[config.mk]
export PLATFORM = sky130hd
export DESIGN_NAME = msort_ram
export DESIGN_NICKNAME = d
export VERILOG_FILES = /design/src/hdl/msort_ram.sv
export SDC_FILE = /design/constraint.sdc
export NUM_CORES = 2
export LEC_CHECK = 0
export BUFFER_PORTS_ARGS = -buffer_cell sky130_fd_sc_hd__buf_2
export CAP_MARGIN = 20
export CORE_MARGIN = 4
export CORE_UTILIZATION = 45
export DETAILED_ROUTE_END_ITERATION = 8
export GPL_TIMING_DRIVEN = 1
export SYNTH_ARGS = -nofsm -noshare
export SYNTH_HDL_FRONTEND = slang
export SYNTH_SLANG_ARGS = --single-unit
export TNS_END_PERCENT = 1
[constraint.sdc]
create_clock -name i_clk -period 5.18 [get_ports i_clk]
set_clock_uncertainty 0.05 [all_clocks]
set_input_delay 0.518 -clock i_clk [delete_from_list [all_inputs] [get_ports i_clk]]
set_output_delay 0.518 -clock i_clk [all_outputs]
set_load 0.005 [all_outputs]
[src/hdl/msort_ram.sv]
// ----------------------------------------------------------------------------
// msort_ram: generic simple dual-port RAM
// One write port and two read ports, read data registered.
// ----------------------------------------------------------------------------
`default_nettype none

module msort_ram #(
    parameter int WIDTH = 32,
    parameter int DEPTH = 64
) (
    input  wire logic                       i_clk,
    input  wire logic                       i_we,
    input  wire logic [$clog2(DEPTH)-1:0]   i_waddr,
    input  wire logic [WIDTH-1:0]           i_wdata,
    input  wire logic [$clog2(DEPTH)-1:0]   i_raddr_a,
    input  wire logic [$clog2(DEPTH)-1:0]   i_raddr_b,
    output logic      [WIDTH-1:0]           o_rdata_a,
    output logic      [WIDTH-1:0]           o_rdata_b
);

    logic [WIDTH-1:0] r_mem [DEPTH];

    // write port
    always_ff @(posedge i_clk) begin
        if (i_we) begin
            r_mem[i_waddr] <= i_wdata;
        end
    end

    // registered read ports
    always_ff @(posedge i_clk) begin
        o_rdata_a <= r_mem[i_raddr_a];
        o_rdata_b <= r_mem[i_raddr_b];
    end

endmodule

`default_nettype wire

==> results.cfg <==
[global_routing]
grt_start_max_net_pins = 81
global_route.usage.total_pct = 27.5
grt_remaining_overflow = 0
grt_antenna_before_repair = 38
grt_first_pass_wirelength_mm = 420
first_global_vias = 52700

[detailed_routing]
vias = 52900
routed_wire_length_per_instance_microns = 39.5
vias_per_cell = 6.91
route.detailed.drc = 0
final_antenna_net_count = 0
detailedRoute.firstIterationViolations = 7240
firstDrtPassIters = 6
postRouteWirelength_mm = 303

[setup_path]
r2r_cells = 4
timing.rr.start = r_mem[60][3]
slowest_delay_ns = 0.88
criticalPathCategory = input pin to register
crit-reg2reg-capture = o_rdata_a[3]
critical_path_required_ns = 5.82
cp_data_arrival_time_ns = 3.83
critical_path.slowest_cell = sky130_fd_sc_hd__o22ai_1
cp-start-kind = input pin
crit_chain = buf_8 > buf_4 > mux4_2 > mux4_2 > o22ai_1 > nor2_1
crit_cells = 6
worst-path-max-fanout = 47
most_used_cell_cp = sky130_fd_sc_hd__mux4_2
critPathCaptureType = register
timing.critical_path.max_delay_family = buffers and inverters
r2r_slack_ns = 2.61
path_buf_inv = 2

[run]
number_of_maximum_capacitance_violations = 0

[clocking]
clk-insertion-delay-late_ns = 0.87
cts.repair_timing.setup_buffer_count = 0
clk_pin_slew_ns = 0.07
cts.htree.levels = 4
tritoncts.num_buffers = 215
max-clock-path-buffers = 3
clock-root-buffer = sky130_fd_sc_hd__clkbuf_16
cts.sinks = 2112
clock_tree_from_tritoncts = yes

[timing]
timing_hold_violations_final = 0
worst_pin_slew_ns = 1.23
final-max-slew-violation-count = 0
totalNegativeSetupSlack_ns = 0
slew-limit-headroom_pct = 18.1
period_needed_ns = 3.19
post-route-period-util_pct = 61.5
report.final.setup_viol = 0
rsz0062_at_grt = no
fmax_mhz = 314
setup_slack_ns = 1.99

[yosys]
synth.distinct_cells = 38
synth_sequential_area_ratio_pct = 65.6
synth.top_cell.area_share_pct = 64.3
total_of_flip_flops_plus_latches_after_synthesis = 2112
yosysWarnings = 0
number_of_flops_mapped_to_enable_cells_by_yosys = 2048
post_synth_instance_area_sq_um = 95700
postSynth.topFlopCell = sky130_fd_sc_hd__edfxtp_1
syn-instance-count = 4412
yosys-top-cells-area = sky130_fd_sc_hd__edfxtp_1 (64%), sky130_fd_sc_hd__mux4_2 (26%), sky130_fd_sc_hd__mux2i_1 (2.1%), sky130_fd_sc_hd__dfxtp_1 (1.3%), sky130_fd_sc_hd__a22oi_1 (0.67%)
synth_fp_nets = 4464
ys_async_sr_fraction_pct = 0
synthesis.area_per_instance_sq_um = 21.7
most_area_hungry_cell_type_in_the_yosys_netlist = sky130_fd_sc_hd__edfxtp_1

[worst_hold_path]
worst_hold_startpoint = i_wdata[19]
holdCritPathClass = input pin to register
worst_hold_path.num_cells = 1
hold_path_end = r_mem[12][19]

[placed_design]
placedCellCount = 7204
place_hpwl_mm = 181
port_buffers = 115
place_ws_ns = 1.27
gp_congestion = 0.817

[floorplanning]
start_util_pct = 45.4
design.die.area_sq_um = 220000
fp.dieW_microns = 469
chipHeight_microns = 469
num_rows = 168
floorplan.core_area_sq_um = 211000
io_pins = 116

[power_and_ir_drop]
internal_power_uw = 29900
power_per_cell_area_nw_per_um2 = 353
p_leak_uw = 0.0342
power_frac_seq_pct = 49.6
comb_power_share_pct = 8.1
switching_share_pct = 22.4
total_net_switching_power_uw = 8600
share_clk_of_total_power_pct = 42.3
worst_ir_drop_vdd_uv = 363

[cells_and_area]
layout-drive-gt1-share_pct = 39.7
layout_common_cells = sky130_fd_sc_hd__edfxtp_1 (2048), sky130_fd_sc_hd__mux4_2 (1124), sky130_fd_sc_hd__clkbuf_16 (219), sky130_fd_sc_hd__mux2i_1 (204), sky130_fd_sc_hd__buf_4 (167)
layout.filler_cells = 16300
final_common_cell = sky130_fd_sc_hd__edfxtp_1
layout.cells.non_filler = 7657
final_nets = 4701
area_growth_syn_to_layout_pct = 13.9

[status]
run_status = completed
==> Yosys cell counts, types with 36 or more instances <==
library cell               count
sky130_fd_sc_hd__edfxtp_1   2048
sky130_fd_sc_hd__mux2i_1     204
sky130_fd_sc_hd__a21oi_1      58
sky130_fd_sc_hd__a22oi_1      85
sky130_fd_sc_hd__mux4_2     1124
sky130_fd_sc_hd__buf_2       121
sky130_fd_sc_hd__clkbuf_1    135
sky130_fd_sc_hd__nand2_1      93
sky130_fd_sc_hd__buf_4        55
sky130_fd_sc_hd__mux2_2       36
sky130_fd_sc_hd__dfxtp_1      64
sky130_fd_sc_hd__nor2_1       94
sky130_fd_sc_hd__o22ai_1      56
==> metrics by stage <==
stage | cell area, sq um | total power, uW | hold slack, ns | utilization [%]
finish | 109000 | 38500 | 0.0354 | 51.7
global route | 109000 | 39500 | 0.00680 | 51.7
CTS | 108000 | 38600 | 0.138 | 51.4
detailed placement | 101000 | 22500 | 0.795 | 47.9
global placement | 101000 | 22500 | 0.787 | 47.9
floorplan | 95700 | 21200 | 0.567 | -
==> timing repair <==
action	4_1_cts	5_1_grt
gates resized for setup	0	0
hold endpoints to repair	1	59
hold buffers	1	6
==> sequential cells by signal, summed over array words and instances, names as in the netlist <==
register / cells
r_mem: 2048
o_rdata_b: 32
o_rdata_a: 32
==> metal layers <==
metal	GRT usage, %	vias up	share of wire, %
met5	0	-	0.044
met4	9.74	20	3.8
met3	6.38	562	11
met2	41.8	3172	46
met1	39.6	29100	39
li1	-	20100	-
==> worst max-delay path by stage <==
stage / from / endpoint / slack (ns)
floorplan: i_waddr[3] / r_mem[48][0] / 1.42
global placement: i_raddr_b[0] / o_rdata_b[20] / 1.19
detailed placement: i_raddr_b[0] / o_rdata_b[20] / 1.27
CTS: i_raddr_b[0] / o_rdata_b[20] / 2.18
global route: i_raddr_b[0] / o_rdata_b[10] / 1.94
finish: i_raddr_a[0] / o_rdata_a[3] / 1.99
==> area by class of cell <==
| class | count | area, sq um | share of cell area (%) |
|---|---|---|---|
| flip-flops and latches | 2112 | 62800 | 57.6 |
| multi-input cells | 1952 | 31700 | 29.1 |
| clock buffers | 300 | 5970 | 5.48 |
| repair buffers | 367 | 3580 | 3.29 |
| well taps | 2805 | 3510 | 3.22 |
| clock inverters | 107 | 1400 | 1.28 |
| diodes | 13 | 32.5 | 0.0299 |
| inverters | 1 | 3.75 | 0.00345 |
==> logic make-up (layout without fill, tap and decap cells) <==
family | Yosys count | count (layout) | synth area share [%]
flops | 2112 | 2112 | 65.6
mux | 1364 | 1364 | 29.0
buf+inv | 348 | 775 | 1.83
compound gates | 340 | 340 | 2.39
simple gates | 248 | 248 | 1.13
other cells | 0 | 13 | 0
==> power by group through the flow <==
| stage | registers [uW] | logic [uW] | clock network, uW |
|---|---|---|---|
| 5_1_grt | 19100 | 3270 | 17200 |
| 3_3_place_gp | 19400 | 3040 | 0 |
| 6_report | 19100 | 3120 | 16300 |
| 2_1_floorplan | 19300 | 1810 | 0 |
| 3_5_place_dp | 19400 | 3050 | 0 |
| 4_1_cts | 19100 | 3060 | 16500 |
No activity file was read; power rests on OpenSTA's default activity.
